==> src/rtl/wildcard_byte_pattern_search_assert.svh <==
// ----------------------------------------------------------------------------
// Wildcard byte pattern search: assertion macros
// Concurrent assertion wrappers clocked on clk_i, disabled while rst_ni is low.
// ----------------------------------------------------------------------------
`ifndef WILDCARD_BYTE_PATTERN_SEARCH_ASSERT_SVH
`define WILDCARD_BYTE_PATTERN_SEARCH_ASSERT_SVH

`ifndef SYNTHESIS

// same-cycle implication
`define WBPS_ASSERT_SAME(lbl, ante, cons) \
  lbl: assert property (@(posedge clk_i) disable iff (!rst_ni) (ante) |-> (cons)) \
    else $error("wbps: same-cycle check failed");

// next-cycle implication
`define WBPS_ASSERT_NEXT(lbl, ante, cons) \
  lbl: assert property (@(posedge clk_i) disable iff (!rst_ni) (ante) |=> (cons)) \
    else $error("wbps: next-cycle check failed");

`else

`define WBPS_ASSERT_SAME(lbl, ante, cons)
`define WBPS_ASSERT_NEXT(lbl, ante, cons)

`endif

`endif

==> src/rtl/wbps_pkg.sv <==
// ----------------------------------------------------------------------------
// Wildcard byte pattern search package
// Shared constants, register indexes and cell control type.
// ----------------------------------------------------------------------------
`default_nettype none

package wbps_pkg;

  localparam int unsigned PatternMax = 48;
  localparam int unsigned WordBytes  = 8;
  localparam int unsigned NumWords   = PatternMax / WordBytes;
  localparam int unsigned LenW       = 6;
  localparam int unsigned AddrW      = 32;
  localparam int unsigned CfgIdxW    = 3;
  localparam int unsigned CfgDataW   = 64;

  localparam logic [7:0] WildcardByte = 8'h2A;
  localparam logic [LenW-1:0] LenMax  = LenW'(PatternMax);

  typedef enum logic [CfgIdxW-1:0] {
    CfgLength = 3'd0,
    CfgBase   = 3'd1,
    CfgPat0   = 3'd2,
    CfgPat1   = 3'd3,
    CfgPat2   = 3'd4,
    CfgPat3   = 3'd5,
    CfgPat4   = 3'd6,
    CfgPat5   = 3'd7
  } cfg_idx_e;

  typedef struct packed {
    logic advance;  // shift the chain by one byte
    logic flush;    // window ends: clear all match bits
  } cell_ctrl_t;

endpackage

`default_nettype wire

==> src/rtl/wbps_if.sv <==
// ----------------------------------------------------------------------------
// Wildcard byte pattern search channels
// Valid/ready interfaces for the byte input, the result output and config.
// ----------------------------------------------------------------------------
`default_nettype none

interface wbps_in_if;
  logic       valid;
  logic       ready;
  logic [7:0] data_byte;
  logic       last_byte;

  modport source (output valid, data_byte, last_byte, input ready);
  modport sink   (input valid, data_byte, last_byte, output ready);
endinterface

interface wbps_out_if;
  logic        valid;
  logic        ready;
  logic        found;
  logic [31:0] match_address;

  modport source (output valid, found, match_address, input ready);
  modport sink   (input valid, found, match_address, output ready);
endinterface

interface wbps_cfg_if;
  logic        valid;
  logic        ready;
  logic [2:0]  index;
  logic [63:0] data;

  modport source (output valid, index, data, input ready);
  modport sink   (input valid, index, data, output ready);
endinterface

`default_nettype wire

==> src/rtl/wbps_cell.sv <==
// ----------------------------------------------------------------------------
// Wildcard byte pattern search cell
// One shift-and stage: holds one partial-match bit and one signature byte test.
// ----------------------------------------------------------------------------
`default_nettype none

module wbps_cell (
  input  wire logic                clk_i,
  input  wire logic                rst_ni,
  input  wire wbps_pkg::cell_ctrl_t ctrl_i,
  input  wire logic [7:0]          data_i,
  input  wire logic [7:0]          pat_i,
  input  wire logic                en_i,
  input  wire logic                prev_i,
  output logic                     nxt_o,
  output logic                     bit_o
);
  import wbps_pkg::*;

  logic bit_q, bit_d;
  logic hit;

  assign hit   = (pat_i == WildcardByte) || (pat_i == data_i);
  assign nxt_o = prev_i & hit & en_i;

  always_comb begin
    bit_d = bit_q;
    if (ctrl_i.flush) begin
      bit_d = 1'b0;
    end else if (ctrl_i.advance) begin
      bit_d = nxt_o;
    end
  end

  always_ff @(posedge clk_i or negedge rst_ni) begin
    if (!rst_ni) begin
      bit_q <= 1'b0;
    end else begin
      bit_q <= bit_d;
    end
  end

  assign bit_o = bit_q;

endmodule

`default_nettype wire

==> src/rtl/wildcard_byte_pattern_search.sv <==
// ----------------------------------------------------------------------------
// Wildcard byte pattern search
// Streams a byte window through a chain of shift-and cells and reports the
// address of the first signature match, or not found at the window end.
// ----------------------------------------------------------------------------
// Takes one byte per clock cycle while the input is not stalled, with no gaps
// between windows. All 48 cells compare the incoming byte against their
// signature byte and shift their match bit in the same cycle, so the chain
// keeps up with that rate. A result (match or not found) is loaded into an
// output register in the cycle after the transfer of the byte that completed
// the match or ended the window; the input stalls only while that register
// holds a result and the sink is not ready to take it.
// Signature byte 0x2A matches any byte. Config writes are always accepted
// and are meant to happen while the block is idle.
`default_nettype none

`include "wildcard_byte_pattern_search_assert.svh"

module wildcard_byte_pattern_search (
  input  wire logic   clk_i,
  input  wire logic   rst_ni,
  wbps_in_if.sink     in_i,
  wbps_out_if.source  out_o,
  wbps_cfg_if.sink    cfg_i
);
  import wbps_pkg::*;

  // configuration registers
  logic [LenW-1:0]     len_q;
  logic [AddrW-1:0]    base_q;
  logic [CfgDataW-1:0] pat_q [NumWords];

  // window state
  logic [AddrW-1:0] pos_q, pos_d;
  logic             reported_q, reported_d;

  // result register
  logic             out_valid_q, out_valid_d;
  logic             found_q;
  logic [AddrW-1:0] addr_q;

  logic             in_fire, len_zero, hit, report_hit, load_res;
  logic [LenW-1:0]  len_eff, len_m1;
  logic [AddrW-1:0] start_off;
  cell_ctrl_t       ctrl;
  logic [PatternMax-1:0] nxt_bits, bits, en;

  // -- config port ----------------------------------------------------------
  assign cfg_i.ready = 1'b1;

  always_ff @(posedge clk_i or negedge rst_ni) begin
    if (!rst_ni) begin
      len_q  <= LenW'(1);
      base_q <= '0;
      for (int w = 0; w < NumWords; w++) begin
        pat_q[w] <= '0;
      end
    end else if (cfg_i.valid) begin
      unique case (cfg_idx_e'(cfg_i.index))
        CfgLength: len_q  <= cfg_i.data[LenW-1:0];
        CfgBase:   base_q <= cfg_i.data[AddrW-1:0];
        CfgPat0, CfgPat1, CfgPat2, CfgPat3, CfgPat4, CfgPat5: begin
          pat_q[cfg_i.index - CfgIdxW'(CfgPat0)] <= cfg_i.data;
        end
        default: ;
      endcase
    end
  end

  // -- cell chain -----------------------------------------------------------
  assign in_i.ready = !out_valid_q || out_o.ready;
  assign in_fire    = in_i.valid && in_i.ready;

  assign len_eff  = (len_q > LenMax) ? LenMax : len_q;
  assign len_zero = (len_eff == '0);

  assign ctrl.advance = in_fire && !len_zero;
  assign ctrl.flush   = in_fire && in_i.last_byte;

  for (genvar k = 0; k < PatternMax; k++) begin : g_cell
    assign en[k] = (LenW'(k) < len_eff);

    wbps_cell u_cell (
      .clk_i  (clk_i),
      .rst_ni (rst_ni),
      .ctrl_i (ctrl),
      .data_i (in_i.data_byte),
      .pat_i  (pat_q[k / WordBytes][(k % WordBytes) * 8 +: 8]),
      .en_i   (en[k]),
      .prev_i ((k == 0) ? 1'b1 : bits[(k == 0) ? 0 : k - 1]),
      .nxt_o  (nxt_bits[k]),
      .bit_o  (bits[k])
    );
  end

  // -- match detection ------------------------------------------------------
  assign len_m1     = len_zero ? '0 : len_eff - LenW'(1);
  assign hit        = len_zero || nxt_bits[len_m1];
  assign report_hit = hit && !reported_q;
  assign load_res   = in_fire && (report_hit || (in_i.last_byte && !reported_q));
  assign start_off  = pos_q - AddrW'(len_m1);

  always_comb begin
    pos_d      = pos_q;
    reported_d = reported_q;
    if (in_fire) begin
      if (in_i.last_byte) begin
        pos_d      = '0;
        reported_d = 1'b0;
      end else begin
        pos_d      = pos_q + AddrW'(1);
        reported_d = reported_q || hit;
      end
    end
  end

  always_comb begin
    out_valid_d = out_valid_q;
    if (load_res) begin
      out_valid_d = 1'b1;
    end else if (out_o.ready) begin
      out_valid_d = 1'b0;
    end
  end

  always_ff @(posedge clk_i or negedge rst_ni) begin
    if (!rst_ni) begin
      pos_q       <= '0;
      reported_q  <= 1'b0;
      out_valid_q <= 1'b0;
    end else begin
      pos_q       <= pos_d;
      reported_q  <= reported_d;
      out_valid_q <= out_valid_d;
    end
  end

  always_ff @(posedge clk_i) begin
    if (load_res) begin
      found_q <= report_hit;
      addr_q  <= report_hit ? base_q + start_off : '0;
    end
  end

  assign out_o.valid         = out_valid_q;
  assign out_o.found         = found_q;
  assign out_o.match_address = addr_q;

  // -- checks ---------------------------------------------------------------
  `WBPS_ASSERT_SAME(a_one_result_per_window, in_fire && reported_q, !load_res)
  `WBPS_ASSERT_NEXT(a_window_clears, in_fire && in_i.last_byte,
                    pos_q == '0 && !reported_q && bits == '0)
  `WBPS_ASSERT_SAME(a_miss_addr_zero, out_valid_q && !found_q, addr_q == '0)
  `WBPS_ASSERT_SAME(a_no_bits_past_len, !len_zero, (nxt_bits & ~en) == '0)

endmodule

`default_nettype wire

==> src/flat_wrapper.sv <==
// flat-port wrapper written by rule: the top's interface ports become plain ports
module wildcard_byte_pattern_search_flat import wbps_pkg::*;
  (clk_i, rst_ni, in_i_valid, in_i_data_byte, in_i_last_byte, in_i_ready, out_o_valid, out_o_found, out_o_match_address, out_o_ready, cfg_i_valid, cfg_i_index, cfg_i_data, cfg_i_ready);
  wbps_in_if in_i_i ();
  wbps_out_if out_o_i ();
  wbps_cfg_if cfg_i_i ();
  input  wire logic clk_i;
  input  wire logic rst_ni;
  input wire logic [$bits(in_i_i.valid)-1:0] in_i_valid;
  input wire logic [$bits(in_i_i.data_byte)-1:0] in_i_data_byte;
  input wire logic [$bits(in_i_i.last_byte)-1:0] in_i_last_byte;
  output wire logic [$bits(in_i_i.ready)-1:0] in_i_ready;
  output wire logic [$bits(out_o_i.valid)-1:0] out_o_valid;
  output wire logic [$bits(out_o_i.found)-1:0] out_o_found;
  output wire logic [$bits(out_o_i.match_address)-1:0] out_o_match_address;
  input wire logic [$bits(out_o_i.ready)-1:0] out_o_ready;
  input wire logic [$bits(cfg_i_i.valid)-1:0] cfg_i_valid;
  input wire logic [$bits(cfg_i_i.index)-1:0] cfg_i_index;
  input wire logic [$bits(cfg_i_i.data)-1:0] cfg_i_data;
  output wire logic [$bits(cfg_i_i.ready)-1:0] cfg_i_ready;
  assign in_i_i.valid = in_i_valid;
  assign in_i_i.data_byte = in_i_data_byte;
  assign in_i_i.last_byte = in_i_last_byte;
  assign in_i_ready = in_i_i.ready;
  assign out_o_valid = out_o_i.valid;
  assign out_o_found = out_o_i.found;
  assign out_o_match_address = out_o_i.match_address;
  assign out_o_i.ready = out_o_ready;
  assign cfg_i_i.valid = cfg_i_valid;
  assign cfg_i_i.index = cfg_i_index;
  assign cfg_i_i.data = cfg_i_data;
  assign cfg_i_ready = cfg_i_i.ready;
  wildcard_byte_pattern_search u_core (.clk_i(clk_i), .rst_ni(rst_ni), .in_i(in_i_i), .out_o(out_o_i), .cfg_i(cfg_i_i));
endmodule
==> config.mk <==
export PLATFORM = sky130hd
export DESIGN_NAME = wildcard_byte_pattern_search_flat
export DESIGN_NICKNAME = d
export VERILOG_FILES = /design/src/rtl/wbps_pkg.sv /design/src/rtl/wbps_if.sv /design/src/rtl/wbps_cell.sv /design/src/rtl/wildcard_byte_pattern_search.sv /design/src/flat_wrapper.sv
export VERILOG_INCLUDE_DIRS = /design/src /design/src/rtl
export SDC_FILE = /design/constraint.sdc
export NUM_CORES = 1
export LEC_CHECK = 0
export ABC_CLOCK_PERIOD_IN_PS = 8880
export BUFFER_PORTS_ARGS = -buffer_cell sky130_fd_sc_hd__buf_2
export CAP_MARGIN = 10
export CORE_MARGIN = 1.5
export CORE_UTILIZATION = 63
export CTS_CLUSTER_SIZE = 25
export DETAILED_ROUTE_END_ITERATION = 8
export PLACE_DENSITY = 0.93
export SYNTH_ARGS = -nofsm -noshare
export SYNTH_HDL_FRONTEND = slang
export SYNTH_SLANG_ARGS = --single-unit
==> constraint.sdc <==
create_clock -name clk_i -period 8.88 [get_ports clk_i]
set_input_delay 0 -clock clk_i [delete_from_list [all_inputs] [get_ports clk_i]]
set_output_delay 0 -clock clk_i [all_outputs]
set_load 0.02 [all_outputs]
==> summary.md, run 1 <==
| Metric | Value |
|---|---|
| Status | finished with violations |
| Failing checks | hold timing |
| EDFF count, synth | 33 |
| Most frequent cells in the layout | dfrtp_1, mux2_2, xnor2_1, nand2_1, o21ai_0 |
| Fraction of layout cells with a size suffix above 1 | 23.0% |
| Nets | 2919 |
| First-pass GRT wire length | approximately 130 mm |
| Critical Path RT | about 9 ns |
| Crit path cell chain | nand2_1 -> and2_1 -> inv_2 -> ha_1 -> nand3_1 -> nand2_1 -> inv_1 -> fa_1 -> inv_1 -> ha_1 -> a211oi_1 -> o211ai_1 -> a221oi_1 -> o211a_1 -> nor2_1 -> nor4_1 -> nor4_1 -> nor4_1 -> a21oi_1 -> and3_1 |
| Area growth syn-to-layout | 12.0% |
| Final hold vios | 3 |
| Antenna diodes | 0 |
| Initial Utilization | around 64% |
| Initial antenna violation count | 0 |
| Syn Inst Count | between 2k and 3k |
| CTS-repair resized insts | 0 |
| Min-delay worst type | in -> async |
| Core region area | roughly 46000 sq um |
| Total CTS buffers | 54 |
| Routed Antenna Nets | 0 |
| Htree depth | 2 |
| Via density per instance | around 6.5 |
| Fillers | 2869 |
| Share of the synthesized area in the top cell type | between 40% and 50% |
| DP HPWL | roughly 51 mm |
| Top_reg_cell synth | dfrtp_1 |
| Global router's overall resource usage | 34.5% |
| Crit-path slowest cell | a221oi_1 |
| Syn Area/Cell | 11.1 sq um |
| Relative slew slack | about 16% |
| Placed Cells | approximately 3.2k |
| Reg clk slew, reported paths | about 0.070 ns |
| Syn_nets | 2784 |
| RSZ-0062 raised after global routing | false |
| Crit path DAT | roughly 6.9 ns |
| Crit Path Max Fanout | 16 |
| Clk_lat worst skew | ~0.63 ns |
| Synth async-reset ratio | 93.8% |
| Synth warn | 0 |
| Power Dens Cells | 254 nW/um^2 |
| Crit path kind | reg -> reg |
| Drt pass-1 iters | 6 |
| Min Tclk post-route | around 6.5 ns |
| Gpl congestion | between 0.9 and 1 |
| Final Skew | between 0.02 and 0.025 ns |
| FP Rows | between 70 and 80 |
| Worst hold slack | -0.0165 ns |
| R2r setup slk | roughly 2.3 ns |
| Post-Syn Area | 29300 sq um |
| DR WL/cell | roughly 24 um |
| Worst Setup SP | u_core.len_q[4]$_DFFE_PN0P_ |
| DR DRC count | 0 |
| Setup Buffers After CTS | 0 |
| Startpoint types | register |
| Synth Register Bits | ~540 |
| Max_cap viols | 0 |
| DIE AREA | 47800 sq um |
| GRT overflow | 0 |
| CTS tree | done |
| Synth top area cells | dfrtp_1, mux2_2, xnor2_1 |
| Most used cell, CP | nor4_1 |
| Worst-Margin Slew | around 1.3 ns |
| Largest area contributor in the netlist | dfrtp_1 |
| Pleak | ~13 nW |
| Worst Path Buf+Inv | 3 |
| Endpoint class of the critical path | register |
| Final std cells w/o fill | roughly 3.4k |
| Distinct cells, synth | 75 |
| # IOs | about 120 |
| Worst Reg-to-Reg Cells | 20 |
| Maximum VDD drop | roughly 0.19 mV |
| Clk buf depth | 3 |
| Worst path max stage delay | about 0.76 ns |
| Sink Count | around 540 |
| Post-cts hold buffer count | 69 |
| Post-Route WL | 81.7 mm |
| R2R Path Start | u_core.len_q[4]$_DFFE_PN0P_ |
| DRT iter0 DRCs | about 2.5k |
| Worst path depth | 20 |
| DIE HEIGHT | approximately 220 um |
| Top Family by Delay on Critical Path | simple AND/OR/NAND/NOR gates |
| Tcrit/Tclk final | between 70% and 80% |
| Largest net degree at the start of global routing | roughly 100 |
| Port-buffer cells | between 100 and 150 |
| TNS Setup | 0 ns |
| Final Max Tran Viols | 0 |
| Root Buffer | clkbuf_16 |
| DR vias | roughly 22k |
| Sequential fraction of the synthesis area | a little under half |
| Commonest non-fill, non-tap cell in the layout | dfrtp_1 |
| R2R Path End | u_core.out_o.match_address[31]$_SDFFCE_PP0P_ |
| Final Setup Violations | 0 |
| Die X | about 220 um |
| Peak Freq | 0.153 GHz |
| Vias in the first global route | 23.2k |
[stage by stage]
step           hold WS [ns]  util [%]  total power, mW  cell area [sq um]  worst slack, ns
6_report            -0.0165      71.9             8.35              32900             2.34
4_1_cts              0.0618      71.9             8.29              32800             2.57
5_1_grt              0.0937      71.9             8.74              32900             1.70
3_5_place_dp         0.0785      66.4             5.88              30300             2.59
3_3_place_gp         0.0727      66.4             5.72              30300             2.81
2_1_floorplan        -0.296         -             5.25              29300             2.72
[logic make-up after synthesis]
logic type	share of synthesized area (%)
and+or+nand+nor	12.3
DFF	46.3
xor gates and xnor gates	13.0
muxes	15.2
AOI/OAI and AO/OA	6.40
buffers and inverters	3.76
adders and majority gates	3.06
other	0.0128
[cells in the mapped netlist, types with 4 or more instances]
cell	number
a211o_1	6
a211oi_1	8
a21boi_0	5
a21o_1	14
a21oi_1	29
a221oi_1	4
a22o_1	5
a22oi_1	4
and2_1	29
and3_1	15
buf_2	44
clkbuf_1	83
dfrtp_1	502
edfxtp_1	33
fa_1	6
ha_1	62
inv_1	134
mux2_2	392
mux2i_1	4
nand2_1	183
nand2b_1	10
nand3_1	33
nand4_1	103
nand4b_1	5
nor2_1	80
nor2b_1	10
nor3_1	21
nor3b_1	8
nor4_1	17
nor4b_1	49
nor4bb_1	48
o2111ai_1	14
o211ai_1	15
o21a_1	10
o21ai_0	142
or3_1	8
xnor2_1	385
xor2_1	50
[worst reg2reg max path: stages (launching register included)]
cell and delay [ns]:
dfrtp_1 0.59, nand2_1 0.14, and2_1 0.29, inv_2 0.21, ha_1 0.39, nand3_1 0.29, nand2_1 0.39, inv_1 0.35
fa_1 0.59, inv_1 0.08, ha_1 0.31, a211oi_1 0.34, o211ai_1 0.18, a221oi_1 0.76, o211a_1 0.26, nor2_1 0.06
nor4_1 0.28, nor4_1 0.20, nor4_1 0.32, a21oi_1 0.07, and3_1 0.20
[report_power, final]
| group | total, mW | internal [mW] | switching, mW |
|---|---|---|---|
| Combinational | 2.53 | 1.20 | 1.33 |
| Sequential | 3.45 | 3.00 | 0.455 |
| Clock | 2.37 | 1.35 | 1.02 |
| Total | 8.35 | 5.55 | 2.80 |
[area by class of cell]
class,instances,area [sq um],share of cell area [%]
Multi-Input combinational cell,1828,14700,44.7
Sequential cell,536,13600,41.3
Clock inverter,21,263,0.800
Inverter,137,514,1.57
Tap cell,600,751,2.29
Clock buffer,77,1570,4.78
Timing Repair Buffer,213,1490,4.55
[routing by layer]
metal  share of wire (%)  global-route usage (%)  vias up
met5                   0                       0        -
met4                 4.3                    16.3        0
met3                 8.0                    7.00      292
met2                  48                    56.6     1129
met1                  40                    44.0    11259
li1                    -                       -     9531
[registers in the layout (all words and copies together), names as in the netlist]
| register | cells |
|---|---|
| u_core.base_q | 32 |
| u_core.g_cell.u_cell.bit_o | 47 |
| u_core.len_q | 6 |
| u_core.out_o.found | 1 |
| u_core.out_o.match_address | 32 |
| u_core.out_o.valid | 1 |
| u_core.pat_q | 384 |
| u_core.pos_q | 32 |
| u_core.reported_q | 1 |
[worst max path at each step]
stage | endpoint
after detailed placement | u_core.out_o.match_address[31]$_SDFFCE_PP0P_
final | u_core.out_o.match_address[31]$_SDFFCE_PP0P_
after global placement | u_core.out_o.match_address[31]$_SDFFCE_PP0P_
after CTS | u_core.out_o.match_address[31]$_SDFFCE_PP0P_
after global routing | u_core.out_o.match_address[31]$_SDFFCE_PP0P_
after floorplan | u_core.out_o.found$_DFFE_PP_
Note: power is estimated with default switching activity, not from simulation.
==> run 2: changes to the inputs <==
--- a/config.mk
+++ b/config.mk
@@ -6,14 +6,14 @@
 export SDC_FILE = /design/constraint.sdc
 export NUM_CORES = 1
 export LEC_CHECK = 0
-export ABC_CLOCK_PERIOD_IN_PS = 8880
+export ABC_CLOCK_PERIOD_IN_PS = 5400
 export BUFFER_PORTS_ARGS = -buffer_cell sky130_fd_sc_hd__buf_2
 export CAP_MARGIN = 10
 export CORE_MARGIN = 1.5
-export CORE_UTILIZATION = 63
+export CORE_UTILIZATION = 57
 export CTS_CLUSTER_SIZE = 25
 export DETAILED_ROUTE_END_ITERATION = 8
-export PLACE_DENSITY = 0.93
+export PLACE_DENSITY = 0.89
 export SYNTH_ARGS = -nofsm -noshare
 export SYNTH_HDL_FRONTEND = slang
 export SYNTH_SLANG_ARGS = --single-unit
==> constraint.sdc (replaced) <==
create_clock -name clk_i -period 5.4 [get_ports clk_i]
set_input_delay 0 -clock clk_i [delete_from_list [all_inputs] [get_ports clk_i]]
set_output_delay 0 -clock clk_i [all_outputs]
set_load 0.02 [all_outputs]
==> summary.md, run 2 (synthesis gave the netlist of run 1 again) <==
| Metric | Value |
|---|---|
| FP Rows | 82 |
| Relative slew slack | roughly 25% |
| Placed Cells | ~3.3k |
| First-pass GRT wire length | around 120 mm |
| Critical Path RT | roughly 5.8 ns |
| Nets | 2945 |
| DRT iter0 DRCs | 1831 |
| Max reg flops | roughly 380 |
| R2R Path Start | u_core.len_q[4]$_DFFE_PN0P_ |
| Initial antenna violation count | 1 |
| Top Family by Delay on Critical Path | compound AO/OA/AOI/OAI gates |
| Pleak | ~14 nW |
| Setup Buffers After CTS | 0 |
| GRT overflow | 0 |
| Fillers | 3567 |
| R2R Path End | u_core.out_o.match_address[30]$_SDFFCE_PP0P_ |
| Crit path DAT | ~5.5 ns |
| DR WL/cell | about 22 um |
| Largest net degree at the start of global routing | 185 |
| Crit path kind | reg -> reg |
| Initial Utilization | roughly 58% |
| Area growth syn-to-layout | 13.5% |
| Final hold vios | 1 |
| Via density per instance | between 6 and 7 |
| Final Cell Area | 33300 sq um |
| Failing checks | hold timing |
| RSZ-0062 raised after global routing | true |
| Largest register by flop count | u_core.pat_q |
| Final Max Tran Viols | 0 |
| Layout Utilization | approximately two thirds |
| DIE HEIGHT | around 230 um |
| R2r setup slk | around 0.23 ns |
| Antenna diodes | 0 |
| Total CTS buffers | 55 |
| Commonest non-fill, non-tap cell in the layout | dfrtp_1 |
| Endpoint class of the critical path | register |
| Htree depth | 2 |
| Status | finished with violations |
| Routed Antenna Nets | 0 |
| DP HPWL | 51.1 mm |
| # IOs | roughly 120 |
| DR DRC count | 0 |
| Worst Path Buf+Inv | 3 |
| Post-Route WL | between 70 and 80 mm |
| Vias in the first global route | between 20k and 25k |
| Sink Count | approximately 540 |
| Die X | about 230 um |
| Min Tclk post-route | around 5.2 ns |
| Drt pass-1 iters | 5 |
| Crit path cell chain | nand2_1 -> and2_1 -> inv_2 -> ha_1 -> or4b_2 -> a21oi_1 -> nor3_2 -> fa_1 -> inv_1 -> ha_1 -> a211oi_1 -> o21a_1 -> o32ai_2 -> a211oi_2 -> nor3_1 -> o31ai_1 -> inv_1 -> o21ai_0 -> mux2i_1 -> o31a_1 |
| DR vias | 21.8k |
| CTS tree | done |
| Min-delay worst type | in -> async |
| Most frequent cells in the layout | dfrtp_1, mux2_2, xnor2_1, nand2_1, o21ai_0 |
| DIE AREA | roughly 53000 sq um |
| Crit Path Max Fanout | 9 |
| Clk_lat worst skew | between 0.6 and 0.7 ns |
| Final Setup Violations | 0 |
| Global router's overall resource usage | 29.4% |
| Root Buffer | clkbuf_16 |
| Final Skew | 0.0244 ns |
| Reg clk slew, reported paths | about 0.060 ns |
| Clk buf depth | 3 |
| Maximum VDD drop | roughly 0.35 mV |
| Worst-Margin Slew | approximately 1.1 ns |
| Crit-path slowest cell | or4b_2 |
| Worst path max stage delay | between 0.6 and 0.7 ns |
| Port-buffer cells | roughly 120 |
| Worst Setup SP | u_core.len_q[4]$_DFFE_PN0P_ |
| Final std cells w/o fill | roughly 3.5k |
| Gpl congestion | a little under 1 |
| Peak Freq | just under 0.2 GHz |
| Max_cap viols | 0 |
| Fraction of layout cells with a size suffix above 1 | 23.7% |
| Power Dens Cells | 415 nW/um^2 |
| Worst Reg-to-Reg Cells | 20 |
| Tcrit/Tclk final | between 90% and 100% |
| Worst hold slack | -0.0000647 ns |
| Core region area | slightly above 50000 sq um |
| TNS Setup | 0 ns |
| Post-Place Cell Area | roughly 31000 sq um |
| Startpoint types | register |
| Seq. cell area | between 10000 and 15000 sq um |
| Footprint of the multi-input gates | roughly 15000 sq um |
-- run 2: changes by cell type in the layout (fill, tap and decap cells not counted), moves of 2 or more --
cell	delta
a211oi_1	-2
a211oi_2	+2
buf_12	+8
buf_4	+16
inv_16	-2
clkbuf_1	+2
clkinv_2	+3
bufinv_16	+2
o21ai_1	+2
clkinv_4	-3
o21ai_0	-2
-- run 2: worst max-delay path by stage --
stage | cells past startpoint | end | slack (ns)
2_1_floorplan | 23 | u_core.out_o.match_address[31]$_SDFFCE_PP0P_ | 0.21
3_3_place_gp | 22 | u_core.out_o.match_address[30]$_SDFFCE_PP0P_ | 0.23
3_5_place_dp | 22 | u_core.out_o.match_address[30]$_SDFFCE_PP0P_ | 0.05
4_1_cts | 22 | u_core.out_o.match_address[30]$_SDFFCE_PP0P_ | 0.06
5_1_grt | 22 | u_core.out_o.match_address[30]$_SDFFCE_PP0P_ | -0.05
6_report | 20 | u_core.out_o.match_address[30]$_SDFFCE_PP0P_ | 0.23
-- run 2: routing by layer --
layer	part of all wire [%]	vias up	global-route usage [%]
met5	0.017	-	0
met4	3.6	2	11.4
met3	7.0	227	5.49
met2	48	902	48.8
met1	41	11042	38.4
li1	-	9589	-
-- run 2: timing repair --
action                                  CTS  global route
endpoints found under the setup margin    0             5
gates resized for setup                   0             7
hold buffers                             70             0
hold endpoints to repair                512             0
-- run 2: area by class of cell --
class	count	share of cell area, %
timing repair buffer	238	5.38
clock inverter	20	0.774
inverter	137	1.55
multi-input combinational	1828	44.2
clock buffer	80	4.78
sequential	536	40.8
tap	672	2.53
-- run 2: where the power goes --
part           total (mW)  internal [mW]  leakage [nW]  switching [mW]
Combinational        4.26           2.05          6.23            2.21
Sequential           5.63           4.93          6.51           0.705
Clock                3.93           2.32         0.920            1.61
Total                13.8           9.29          13.7            4.53
-- run 2: metrics by stage --
stage / setup WS [ns] / total power, mW
after floorplan: 0.212 / 8.63
after global placement: 0.232 / 9.53
after detailed placement: 0.0544 / 9.77
after CTS: 0.0599 / 13.8
after global routing: -0.0490 / 14.5
final: 0.231 / 13.8
-- run 2: worst reg2reg max path: cells and delay by family, from the launching register on --
family                   cells  cell delay [ns]
multiplexers                 1             0.12
AND/OR/NAND/NOR              5             1.10
adder cells (fa/ha/maj)      3             1.02
AO/OA/AOI/OAI                8             2.02
buffers and inverters        3             0.28
flip-flops                   1             0.39
